`src/rtl/gjdc_pkg.sv`:
```
// ----------------------------------------------------------------------------
// gjdc_pkg
// Shared constants and small helper functions for the Gregorian date and
// Julian Day Number converter.
// ----------------------------------------------------------------------------
package gjdc_pkg;

    localparam int ENC_STAGES = 2;
    localparam int DEC_STAGES = 8;
    localparam int NUM_STAGES = ENC_STAGES + DEC_STAGES;

    localparam logic [22:0] JDN_MIN = 23'd1721060;
    localparam logic [22:0] JDN_MAX = 23'd5373484;

    localparam logic       FUNC_DATE_TO_JDN = 1'b0;
    localparam logic       FUNC_JDN_TO_DATE = 1'b1;

    // days from 1 march to the start of month m, months counted from march
    function automatic logic [8:0] month_offset(input logic [3:0] m);
        logic [8:0] r;
        unique case (m)
            4'd0:    r = 9'd0;
            4'd1:    r = 9'd31;
            4'd2:    r = 9'd61;
            4'd3:    r = 9'd92;
            4'd4:    r = 9'd122;
            4'd5:    r = 9'd153;
            4'd6:    r = 9'd184;
            4'd7:    r = 9'd214;
            4'd8:    r = 9'd245;
            4'd9:    r = 9'd275;
            4'd10:   r = 9'd306;
            4'd11:   r = 9'd337;
            4'd12:   r = 9'd367;
            4'd13:   r = 9'd398;
            4'd14:   r = 9'd428;
            default: r = 9'd459;
        endcase
        return r;
    endfunction

    // remainder by seven, using 8 = 1 mod 7 on octal digits
    function automatic logic [2:0] mod7(input logic [23:0] x);
        logic [5:0] s1;
        logic [3:0] s2;
        logic [3:0] r;
        int         i;
        s1 = 6'd0;
        for (i = 0; i < 8; i++) begin
            s1 = s1 + {3'b000, x[3*i +: 3]};
        end
        s2 = {1'b0, s1[5:3]} + {1'b0, s1[2:0]};
        if (s2 >= 4'd14) begin
            r = s2 - 4'd14;
        end else if (s2 >= 4'd7) begin
            r = s2 - 4'd7;
        end else begin
            r = s2;
        end
        return r[2:0];
    endfunction

endpackage

```
`src/rtl/gjdc_encode.sv`:
```
// ----------------------------------------------------------------------------
// gjdc_encode
// Two pipeline stages: date to day number, or pass-through of the given
// day number, selected by func.
// ----------------------------------------------------------------------------
module gjdc_encode (
    input  logic        aclk,
    input  logic [1:0]  en,
    input  logic        func,
    input  logic [13:0] year,
    input  logic [3:0]  month,
    input  logic [4:0]  day,
    input  logic [22:0] day_number,
    output logic [22:0] jdn
);

    localparam logic [14:0] YEAR_BIAS  = 15'd4800;
    localparam logic [24:0] JDN_BIAS   = 25'd32045;
    localparam logic [25:0] RECIP_25   = 26'd5243;

    // stage 1
    logic        func_reg;
    logic [22:0] dn_reg;
    logic [4:0]  day_reg;
    logic [8:0]  ofs_reg;
    logic [23:0] y365_reg;
    logic [12:0] y4_reg;
    logic [25:0] p100_reg;

    logic        early;
    logic [14:0] y_next;
    logic [3:0]  midx;
    logic [8:0]  ofs_next;
    logic [23:0] y365_next;
    logic [25:0] p100_next;

    always_comb begin
        early     = (month <= 4'd2);
        y_next    = 15'(year) + YEAR_BIAS - 15'(early);
        midx      = early ? (month + 4'd9) : (month - 4'd3);
        ofs_next  = gjdc_pkg::month_offset(midx);
        y365_next = {9'b0, y_next} * 24'd365;
        p100_next = {13'b0, y_next[14:2]} * RECIP_25;
    end

    always_ff @(posedge aclk) begin
        if (en[0]) begin
            func_reg <= func;
            dn_reg   <= day_number;
            day_reg  <= day;
            ofs_reg  <= ofs_next;
            y365_reg <= y365_next;
            y4_reg   <= y_next[14:2];
            p100_reg <= p100_next;
        end
    end

    // stage 2
    logic [22:0] jdn_reg;
    logic [22:0] jdn_next;
    logic [8:0]  q100;
    logic [24:0] sum;

    always_comb begin
        q100 = p100_reg[25:17];
        sum  = 25'(day_reg) + 25'(ofs_reg) + 25'(y365_reg) + 25'(y4_reg)
             - 25'(q100) + 25'(q100[8:2]) - JDN_BIAS;
        jdn_next = (func_reg == gjdc_pkg::FUNC_JDN_TO_DATE) ? dn_reg : sum[22:0];
    end

    always_ff @(posedge aclk) begin
        if (en[1]) begin
            jdn_reg <= jdn_next;
        end
    end

    assign jdn = jdn_reg;

endmodule

```
`src/rtl/gjdc_decode.sv`:
```
// ----------------------------------------------------------------------------
// gjdc_decode
// Eight pipeline stages: range check, weekday and decode of a day number
// into year, month and day by reciprocal multiplies with one-step correction.
// ----------------------------------------------------------------------------
module gjdc_decode (
    input  logic        aclk,
    input  logic [7:0]  en,
    input  logic [22:0] jdn,
    output logic [22:0] julian_day,
    output logic [13:0] out_year,
    output logic [3:0]  out_month,
    output logic [4:0]  out_day,
    output logic [2:0]  weekday,
    output logic        range_error
);

    localparam logic [23:0] DEC_BIAS   = 24'd32044;
    localparam logic [26:0] DAYS_400Y  = 27'd146097;
    localparam logic [18:0] DAYS_4Y    = 19'd1461;
    localparam logic [40:0] RECIP_400Y = 41'd29398;
    localparam logic [31:0] RECIP_4Y   = 32'd11483;
    localparam logic [24:0] RECIP_153  = 25'd6854;
    localparam logic [15:0] YEAR_BIAS  = 16'd4800;

    // day number, weekday and range flag ride along
    logic [22:0] jdn_pipe_reg [8];
    logic [2:0]  wd_pipe_reg  [8];
    logic        err_pipe_reg [8];

    logic [2:0]  wd_next;
    logic        err_next;

    // stage 0
    logic [23:0] a0_reg;
    logic [40:0] p1_reg;
    logic [23:0] a_next;
    logic [40:0] p1_next;

    always_comb begin
        err_next = (jdn < gjdc_pkg::JDN_MIN) || (jdn > gjdc_pkg::JDN_MAX);
        wd_next  = gjdc_pkg::mod7({1'b0, jdn} + 24'd1);
        a_next   = {1'b0, jdn} + DEC_BIAS;
        p1_next  = {15'b0, a_next, 2'b11} * RECIP_400Y;
    end

    always_ff @(posedge aclk) begin
        if (en[0]) begin
            jdn_pipe_reg[0] <= jdn;
            wd_pipe_reg[0]  <= wd_next;
            err_pipe_reg[0] <= err_next;
            a0_reg          <= a_next;
            p1_reg          <= p1_next;
        end
    end

    for (genvar k = 1; k < 8; k++) begin : g_carry
        always_ff @(posedge aclk) begin
            if (en[k]) begin
                jdn_pipe_reg[k] <= jdn_pipe_reg[k-1];
                wd_pipe_reg[k]  <= wd_pipe_reg[k-1];
                err_pipe_reg[k] <= err_pipe_reg[k-1];
            end
        end
    end

    // stage 1: estimate of the 400-year count
    logic [23:0] a1_reg;
    logic [8:0]  b0_reg;
    logic [26:0] pb_reg;
    logic [26:0] pb_next;

    assign pb_next = {18'b0, p1_reg[40:32]} * DAYS_400Y;

    always_ff @(posedge aclk) begin
        if (en[1]) begin
            a1_reg <= a0_reg;
            b0_reg <= p1_reg[40:32];
            pb_reg <= pb_next;
        end
    end

    // stage 2: correct the estimate, day within the 400-year cycle
    logic [8:0]  b2_reg;
    logic [15:0] c2_reg;
    logic [26:0] rem1;
    logic        corr1;
    logic [8:0]  b_next;
    logic [26:0] pf1;
    logic [24:0] cdiff;

    always_comb begin
        rem1   = {1'b0, a1_reg, 2'b11} - pb_reg;
        corr1  = (rem1 >= DAYS_400Y);
        b_next = b0_reg + 9'(corr1);
        pf1    = pb_reg + (corr1 ? DAYS_400Y : 27'd0);
        cdiff  = {1'b0, a1_reg} - pf1[26:2];
    end

    always_ff @(posedge aclk) begin
        if (en[2]) begin
            b2_reg <= b_next;
            c2_reg <= cdiff[15:0];
        end
    end

    // stage 3: estimate of the 4-year count
    logic [8:0]  b3_reg;
    logic [15:0] c3_reg;
    logic [31:0] p2_reg;
    logic [31:0] p2_next;

    assign p2_next = {14'b0, c2_reg, 2'b11} * RECIP_4Y;

    always_ff @(posedge aclk) begin
        if (en[3]) begin
            b3_reg <= b2_reg;
            c3_reg <= c2_reg;
            p2_reg <= p2_next;
        end
    end

    // stage 4
    logic [8:0]  b4_reg;
    logic [15:0] c4_reg;
    logic [7:0]  d0_reg;
    logic [18:0] pd_reg;
    logic [18:0] pd_next;

    assign pd_next = {11'b0, p2_reg[31:24]} * DAYS_4Y;

    always_ff @(posedge aclk) begin
        if (en[4]) begin
            b4_reg <= b3_reg;
            c4_reg <= c3_reg;
            d0_reg <= p2_reg[31:24];
            pd_reg <= pd_next;
        end
    end

    // stage 5: correct the estimate, day within the 4-year cycle
    logic [8:0]  b5_reg;
    logic [7:0]  d5_reg;
    logic [8:0]  e5_reg;
    logic [18:0] rem2;
    logic        corr2;
    logic [18:0] pf2;
    logic [16:0] ediff;

    always_comb begin
        rem2  = {1'b0, c4_reg, 2'b11} - pd_reg;
        corr2 = (rem2 >= DAYS_4Y);
        pf2   = pd_reg + (corr2 ? DAYS_4Y : 19'd0);
        ediff = {1'b0, c4_reg} - pf2[18:2];
    end

    always_ff @(posedge aclk) begin
        if (en[5]) begin
            b5_reg <= b4_reg;
            d5_reg <= d0_reg + 8'(corr2);
            e5_reg <= ediff[8:0];
        end
    end

    // stage 6: month estimate
    logic [8:0]  b6_reg;
    logic [7:0]  d6_reg;
    logic [8:0]  e6_reg;
    logic [24:0] p3_reg;
    logic [11:0] n3;
    logic [24:0] p3_next;

    always_comb begin
        n3      = {3'b0, e5_reg} * 12'd5 + 12'd2;
        p3_next = {13'b0, n3} * RECIP_153;
    end

    always_ff @(posedge aclk) begin
        if (en[6]) begin
            b6_reg <= b5_reg;
            d6_reg <= d5_reg;
            e6_reg <= e5_reg;
            p3_reg <= p3_next;
        end
    end

    // stage 7: output register
    logic [13:0] yr_reg;
    logic [3:0]  mo_reg;
    logic [4:0]  dy_reg;
    logic [4:0]  m;
    logic        wrap;
    logic [8:0]  dy_full;
    logic [15:0] yr_full;
    logic [3:0]  mo_next;

    always_comb begin
        m       = p3_reg[24:20];
        wrap    = (m >= 5'd10);
        dy_full = e6_reg - gjdc_pkg::month_offset(m[3:0]) + 9'd1;
        mo_next = m[3:0] + 4'd3 - (wrap ? 4'd12 : 4'd0);
        yr_full = {7'b0, b6_reg} * 16'd100 + 16'(d6_reg) + 16'(wrap) - YEAR_BIAS;
    end

    always_ff @(posedge aclk) begin
        if (en[7]) begin
            if (err_pipe_reg[6]) begin
                yr_reg <= 14'd0;
                mo_reg <= 4'd0;
                dy_reg <= 5'd0;
            end else begin
                yr_reg <= yr_full[13:0];
                mo_reg <= mo_next;
                dy_reg <= dy_full[4:0];
            end
        end
    end

    assign julian_day  = jdn_pipe_reg[7];
    assign weekday     = wd_pipe_reg[7];
    assign range_error = err_pipe_reg[7];
    assign out_year    = yr_reg;
    assign out_month   = mo_reg;
    assign out_day     = dy_reg;

endmodule

```
`src/rtl/gregorian_julian_day_converter.sv`:
```
// Throughput: one request per cycle unless all stages are full and m_ready is low;
// ten register stages, each with its own valid bit, and each stage's ready depends
// only on its own valid bit and on the ready of the stage after it.
// A stalled result holds in the last stage while earlier stages keep filling.
// Reset (aresetn low, synchronous) clears every valid bit; data is not reset.
// ----------------------------------------------------------------------------
// gregorian_julian_day_converter
// Proleptic Gregorian date to Julian Day Number and back, with weekday and
// range flag, as a ten-stage valid/ready pipeline.
// ----------------------------------------------------------------------------
module gregorian_julian_day_converter (
    input  logic        aclk,
    input  logic        aresetn,
    input  logic        s_valid,
    output logic        s_ready,
    input  logic        s_func,
    input  logic [13:0] s_year,
    input  logic [3:0]  s_month,
    input  logic [4:0]  s_day,
    input  logic [22:0] s_day_number,
    output logic        m_valid,
    input  logic        m_ready,
    output logic [22:0] m_julian_day,
    output logic [13:0] m_out_year,
    output logic [3:0]  m_out_month,
    output logic [4:0]  m_out_day,
    output logic [2:0]  m_weekday,
    output logic        m_range_error
);

    localparam int NS = gjdc_pkg::NUM_STAGES;

    logic [NS-1:0] valid_reg;
    logic [NS-1:0] valid_next;
    logic [NS:0]   en;
    logic [22:0]   jdn;

    always_comb begin
        en[NS] = m_ready;
        for (int k = NS - 1; k >= 0; k--) begin
            en[k] = !valid_reg[k] || en[k+1];
        end
    end

    always_comb begin
        valid_next    = valid_reg;
        if (en[0]) begin
            valid_next[0] = s_valid;
        end
        for (int k = 1; k < NS; k++) begin
            if (en[k]) begin
                valid_next[k] = valid_reg[k-1];
            end
        end
    end

    always_ff @(posedge aclk) begin
        if (!aresetn) begin
            valid_reg <= '0;
        end else begin
            valid_reg <= valid_next;
        end
    end

    assign s_ready = en[0];
    assign m_valid = valid_reg[NS-1];

    gjdc_encode u_encode (
        .aclk       (aclk),
        .en         (en[gjdc_pkg::ENC_STAGES-1:0]),
        .func       (s_func),
        .year       (s_year),
        .month      (s_month),
        .day        (s_day),
        .day_number (s_day_number),
        .jdn        (jdn)
    );

    gjdc_decode u_decode (
        .aclk        (aclk),
        .en          (en[NS-1:gjdc_pkg::ENC_STAGES]),
        .jdn         (jdn),
        .julian_day  (m_julian_day),
        .out_year    (m_out_year),
        .out_month   (m_out_month),
        .out_day     (m_out_day),
        .weekday     (m_weekday),
        .range_error (m_range_error)
    );

    // flagged requests carry an all-zero date
    assert property (@(posedge aclk) disable iff (!aresetn)
        m_valid && m_range_error |->
            m_out_year == 14'd0 && m_out_month == 4'd0 && m_out_day == 5'd0)
        else $error("range error with nonzero date");

    // decoded month lies in 1 to 12
    assert property (@(posedge aclk) disable iff (!aresetn)
        m_valid && !m_range_error |-> m_out_month >= 4'd1 && m_out_month <= 4'd12)
        else $error("decoded month out of range");

    // decoded day lies in 1 to 31
    assert property (@(posedge aclk) disable iff (!aresetn)
        m_valid && !m_range_error |-> m_out_day >= 5'd1)
        else $error("decoded day is zero");

    assert property (@(posedge aclk) disable iff (!aresetn)
        m_valid |-> m_weekday <= 3'd6)
        else $error("weekday out of range");

    // back-pressure only once every stage is occupied
    assert property (@(posedge aclk) disable iff (!aresetn)
        !s_ready |-> &valid_reg)
        else $error("input stalled with a free stage");

endmodule

```
`config.mk`:
```
export PLATFORM = sky130hd
export DESIGN_NAME = gregorian_julian_day_converter
export DESIGN_NICKNAME = d
export VERILOG_FILES = /design/src/rtl/gjdc_pkg.sv /design/src/rtl/gjdc_encode.sv /design/src/rtl/gjdc_decode.sv /design/src/rtl/gregorian_julian_day_converter.sv
export SDC_FILE = /design/constraint.sdc
export NUM_CORES = 2
export LEC_CHECK = 0
export CORE_ASPECT_RATIO = 1.5
export CORE_UTILIZATION = 45
export CTS_BUF_LIST = sky130_fd_sc_hd__clkbuf_2
export DETAILED_ROUTE_END_ITERATION = 10
export DONT_BUFFER_PORTS = 1
export PLACE_DENSITY = 0.66
export SLEW_MARGIN = 40
export SYNTH_ARGS = -nofsm -noshare
export SYNTH_HDL_FRONTEND = slang
export SYNTH_SLANG_ARGS = --single-unit
```
`constraint.sdc`:
```
create_clock -name aclk -period 19 [get_ports aclk]
set_input_delay 3.8 -clock aclk [delete_from_list [all_inputs] [get_ports aclk]]
set_output_delay 3.8 -clock aclk [all_outputs]
set_load 0.01 [all_outputs]
```
# Word level (Yosys, flattened, before mapping)
# Memory sizes are Yosys's and may differ from the RTL's. A register that Yosys moved wholly into a read port is not among the register bits.
# Cells that the tools add are included.
word_totals:
  register_bits: 477
  mem_bits_rw: 216
  rom_bits: 288
  input_bits: 51
  output_inout_bits: 52
  elab_cells: 146
  mem_count: 5
op_classes:
  add_sub_neg: 38
  mul: 9
  magnitude_cmp: 8
  n_mux: 24
  n_reduce_logical: 21
mem_list:
  columns: ["memory", "words", "width", "rd", "rd_ports_with_merged_regs", "wr", "line", "source"]
  rows:
  - ["u_decode.jdn_pipe_reg", 8, 23, 8, 0, 8, "gjdc_decode.sv:27", "logic [22:0] jdn_pipe_reg [8];"]
  - ["(name not given)", 16, 9, 1, 1, 0, "gjdc_pkg.sv:21", "unique case (m)"]
  - ["(name not given)", 16, 9, 1, 1, 0, "gjdc_pkg.sv:21", null]
  - ["u_decode.wd_pipe_reg", 8, 3, 8, 0, 8, "gjdc_decode.sv:28", "logic [2:0] wd_pipe_reg [8];"]
  - ["u_decode.err_pipe_reg", 8, 1, 8, 0, 8, "gjdc_decode.sv:29", "logic err_pipe_reg [8];"]
ops:
  columns: ["operator", "n"]
  rows:
  - ["multiplier 26 x 14 -> 40 bit, second input constant", 1]
  - ["adder 6 x 3 -> 6 bit", 6]
  - ["multiplier 18 x 14 -> 32 bit, second input constant", 1]
  - [">= comparator 27 x 18 -> 1 bit, second input constant", 1]
  - ["multiplier 9 x 18 -> 27 bit, second input constant", 1]
  - ["subtractor 26 x 27 -> 27 bit", 1]
  - ["multiplier 13 x 13 -> 26 bit, second input constant", 1]
  - ["adder 23 x 1 -> 24 bit, second input constant", 1]
  - ["adder 23 x 15 -> 24 bit, second input constant", 1]
  - ["multiplier 12 x 12 -> 24 bit, second input constant", 1]
  - ["adder 10 x 23 -> 23 bit", 1]
  - ["adder 23 x 13 -> 23 bit", 1]
  - ["adder 23 x 7 -> 23 bit", 1]
  - ["greater-than comparator 23 bit, second input constant", 1]
  - ["< comparator 23 x 21 -> 1 bit, second input constant", 1]
  - ["multiplier 15 x 9 -> 23 bit, second input constant", 1]
  - ["2-to-1 mux 23 bit", 1]
  - ["subtractor 23 x 15 -> 23 bit, second input constant", 1]
  - ["subtractor 23 x 9 -> 23 bit", 1]
  - [">= comparator 19 x 11 -> 1 bit, second input constant", 1]
  - ["multiplier 8 x 11 -> 19 bit, second input constant", 1]
  - ["subtractor 18 x 19 -> 19 bit", 1]
  - ["adder 18 bit", 1]
  - ["2-to-1 mux 18 bit", 1]
  - ["other kinds (32)", 71]

# Depth between registers and ports, before layout
depth:
  depth_word: 12
  mapped_depth: 37
  mapped_depth_nobuf: 35

# Cells and area by module
# A second synthesis with hierarchy kept.
unflattened:
  cells_unflattened: 4475
  hier_area_um2: 52207.6
by_module_without_submodules:
  columns: ["module", "n_inst", "cells_each", "area_each_um2", "seq_area_each_um2"]
  rows:
  - ["gjdc_decode", 1, 3321, 39942.1, 14664.1]
  - ["gjdc_encode", 1, 1106, 11847.6, 3183.1]
  - ["gregorian_julian_day_converter", 1, 48, 417.9, 200.2]

# Least setup slack after synthesis
# Ideal clock, no wire load.
synth_timing:
  kind: "input port to output port"
  startpoint: "input port m_ready"
  endpoint: "output port s_ready"
  arrival_ps: 11260
  t_required_ps: 15200
  setup_slack_ps: 3940
  path_stages: 9
  path_buffers: 1
  cell_sequence: "nor2b_1 and2_1 clkbuf_1 nand3_1 nor2_1 and2_1 nand2_1 nor2_1 nand3_1"
synth_between:
  elab_chain_len: 10
synth_rtl:
  columns: ["element", "line", "source"]
  rows:
  - ["from (decl)", "gregorian_julian_day_converter.sv:22", "input logic m_ready,"]
  - ["logical OR 1 bit (4 in a row)", "gregorian_julian_day_converter.sv:41", "en[k] = !valid_reg[k] || en[k+1];"]
  - ["named net en[6]", "gregorian_julian_day_converter.sv:35", "logic [NS:0] en;"]
  - ["logical OR 1 bit (3 in a row)", "gregorian_julian_day_converter.sv:41", null]
  - ["named net en[3]", "gregorian_julian_day_converter.sv:35", null]
  - ["logical OR 1 bit (3 in a row)", "gregorian_julian_day_converter.sv:41", null]
  - ["to (decl)", "gregorian_julian_day_converter.sv:15", "output logic s_ready,"]
# The timed path passes the listed nets, and every way through them passes these cells.

# Worst setup path after layout
layout_timing:
  startpoint: "input port s_month[0]"
  endpoint: "register u_encode.p100_reg[24], data pin"
layout_between:
  elab_chain_len: 3
layout_rtl:
  columns: ["element", "line", "source"]
  rows:
  - ["from (decl)", "gregorian_julian_day_converter.sv:18", "input logic [3:0] s_month,"]
  - ["<= comparator 4 x 2 -> 1 bit", "gjdc_encode.sv:38", "early = (month <= 4'd2);"]
  - ["subtractor 15 x 1 -> 15 bit", "gjdc_encode.sv:39", "y_next = 15'(year) + YEAR_BIAS - 15'(early);"]
  - ["named net u_encode.y_next[13]", "gjdc_encode.sv:31", "logic [14:0] y_next;"]
  - ["multiplier 13 x 13 -> 26 bit", "gjdc_encode.sv:43", "p100_next = {13'b0, y_next[14:2]} * RECIP_25;"]
  - ["named net u_encode.p100_next[24]", "gjdc_encode.sv:35", "logic [25:0] p100_next;"]
  - ["to (signal assigned)", "gjdc_encode.sv:54", "p100_reg <= p100_next;"]
  - ["to (decl)", "gjdc_encode.sv:28", "logic [25:0] p100_reg;"]
# The timed path passes the listed nets, and every way through them passes these cells.
# A chain may end at the register's enable or synchronous reset.

==> results_dict.tcl <==
set metrics [dict create \
    status "completed" \
    synth_fp_nets 5826 \
    seq_area_mm2 0.0180 \
    area_delta_synth_final_pct 6.25 \
    tns_ns 0 \
    grt_max_degree 69 \
    synth_edf_count 591 \
    required_ns 20.20 \
    yosysSeqAreaShare_pct 34.7 \
    use_met2_pct 36.4 \
    fillCellCount 10438 \
    synthesis.instances 4427 \
    multi_input_area_mm2 0.0303 \
    syn_area_mm2 0.0520 \
    dieArea_mm2 0.117 \
    critPathMaxStageDelay_ns 0.55 \
    r2r_cells 28 \
    hpwlAfterDp_mm 86.7 \
    syn_area_per_cell_um2 11.8 \
    clkTransAtPathRegs_ns 0.10 \
    finalMaxSlewViolations 0 \
    clock-root-buffer "clkbuf_2" \
    overflow 0 \
    period_share_pct 55.9 \
    path_common_cell "inv_1" \
    grt_pass1_wl_mm 171 \
    worstPathMaxFanout 9 \
    grt_antenna_before_repair 2 \
    worstSkewPairLatency_ns 1.48 \
    min_from "u_decode.b2_reg[6]$_DFFE_PP_" \
    finalSetupViolCount 0 \
    crit_path_start_kind "input pin" \
    core_mm2 0.114 \
    ant_nets 0 \
    postCtsSetupBuffers 0 \
    nets 5938 \
    track_usage_pct 18.7 \
    ys.flop_type "edfxtp_1" \
    drc 0 \
    clk_path_buf_depth 3 \
    ys.warnings.count 0 \
    gp_congestion 0.884 \
    min_to "u_decode.b3_reg[6]$_DFFE_PP_" \
    fmaxAchievable_mhz 94.1 \
    relSlewSlack_pct 34.7 \
    r2r-end "u_decode.p1_reg[40]$_DFFE_PP_" \
    cts.sinks 606 \
    largest_register_ffs 180 \
    cts.htree.levels 4 \
    routed_via_density 5.12 \
    path_delay_family "adder cells" \
    period_needed_ns 10.62 \
    crit_buf_inv 6 \
    wl_mm 105 \
    pin_count 103 \
    cts_buffers 149 \
    post_route_cells_drive_above_1_share_pct 6.80 \
    drtIter0Drc 1165 \
    rows 152 \
    crit_path_end_kind "register" \
    top_usage_layer "met2" \
    use_met3_pct 2.63 \
    io_buffers 0 \
    drv_cap 0 \
    wl_per_cell_um 16.9 \
    worst_slack_ns 8.38 \
    synth.top_cell.area_share_pct 34.1 \
    dpl_worst_slack_ns 6.98 \
    worstHoldPathCells 0 \
    grtUsageMet1_pct 19.1 \
    critical_path_class "in -> reg" \
    synth_area_leaders "edfxtp_1, ha_1, fa_1" \
    arrival_ns 11.82 \
    hold_path.class "reg -> reg" \
    fin_skew_ns 0.117 \
    grt_setup_unrepaired "false" \
    num_vias 31662 \
    die_y_um 418 \
    yosys.area.top_type "edfxtp_1" \
    cts_tree "yes" \
    yosys.cell_types.count 92 \
    crit_slowest_cell "fa_1" \
    worst_slew_pin_slew_ns 0.980 \
    hold_buffers 0 \
    timing.rr.start "u_encode.jdn[2]$_DFFE_PP_" \
    rrSetupSlack_ns 9.80 \
    grt_pass1_vias 34085 \
    synthArstFlopShare_pct 0 \
    initial_core_util_pct 45.5 \
    cts_resized 0 \
    drt-pass1-iter-count 5 \
    die_w_um 280 \
    hold_violations 0 \
    ys_seq_elements 606 \
]
-- worst reg2reg max path, delay by kind of cell, from the launching register on --
| kind | cells | cell delay, ns |
|---|---|---|
| xor gates and xnor gates | 1 | 0.66 |
| and+or+nand+nor | 5 | 0.64 |
| DFF | 1 | 0.62 |
| buffers and inverters | 7 | 1.14 |
| AOI/OAI and AO/OA | 7 | 1.98 |
| adders and majority gates | 8 | 3.88 |
-- metal layers --
metal / part of all wire, % / up-vias / routed length [um]
met4: 4.4 / 0 / 4620
met1: 37 / 15515 / 38400
met3: 2.9 / 251 / 3070
met5: 0 / - / 0
met2: 56 / 576 / 58700
li1: - / 15320 / -
-- final cells by class --
cell class	instances	area share, %
clock buffer	203	1.84
antenna	4	0.0181
clock inverter	54	0.717
tap	1540	3.48
sequential	606	32.6
timing repair buffer	30	0.421
inverter	907	6.17
multi-input combinational	2845	54.7
-- worst max-delay path by stage --
stage,from,to,cells past startpoint
4_1_cts,m_ready,s_ready,8
3_5_place_dp,s_month[0],u_encode.p100_reg[24]$_DFFE_PP_,33
2_1_floorplan,m_ready,s_ready,9
6_report,s_month[0],u_encode.p100_reg[24]$_DFFE_PP_,35
3_3_place_gp,s_month[0],u_encode.p100_reg[24]$_DFFE_PP_,33
5_1_grt,s_month[0],u_encode.p100_reg[24]$_DFFE_PP_,33
-- logic make-up after synthesis --
group / Yosys count / synth area share [%]
adders and majority gates: 1348 / 39.6
buffers and inverters: 976 / 7.27
AOI/OAI and AO/OA: 627 / 8.05
DFF: 606 / 34.7
and+or+nand+nor: 590 / 5.64
xor gates and xnor gates: 258 / 4.37
muxes: 22 / 0.440
-- metrics by stage --
stage / hold WS [ns] / std cells / util [%] / cell area, um2
6_report: 0.360 / 6189 / 48.3 / 55300
3_5_place_dp: 0.405 / 5927 / 47.0 / 53900
2_1_floorplan: 0.400 / 4427 / - / 52000
3_3_place_gp: 0.401 / 5927 / 47.0 / 53800
5_1_grt: 0.324 / 6189 / 48.3 / 55300
4_1_cts: 0.337 / 6184 / 48.3 / 55300
-- cells in the mapped netlist, types with 28 or more instances --
library cell / n
a21o_1: 73
a21oi_1: 171
buf_4: 29
clkbuf_1: 36
edfxtp_1: 591
fa_1: 495
ha_1: 853
inv_1: 907
nand2_1: 136
nand3_1: 42
nor2_1: 159
nor2b_1: 41
nor3_1: 56
o21a_1: 46
o21ai_0: 107
o21bai_1: 28
xnor2_1: 172
xor2_1: 85
-- cell usage in the layout (no fill, tap or decap), types with 16 or more instances in the layout --
master,netlist,final
inv_1,907,902
ha_1,853,853
edfxtp_1,591,591
fa_1,495,495
clkbuf_2,0,203
xnor2_1,172,172
a21oi_1,171,171
nor2_1,159,159
nand2_1,136,133
o21ai_0,107,106
xor2_1,85,84
a21o_1,73,73
nor3_1,56,56
o21a_1,46,46
nor2b_1,41,41
nand3_1,42,40
o21bai_1,28,28
buf_4,29,28
nand4_1,25,25
clkinv_1,0,24
a211oi_1,23,23
a21boi_0,22,22
and3_1,22,22
a31oi_1,21,21
o211ai_1,18,18
nand2b_1,17,17
or3_1,16,16
Power is left out: the tool's default activity adds up to more than one toggle a clock period on the data nets, which glitch-free logic cannot reach.
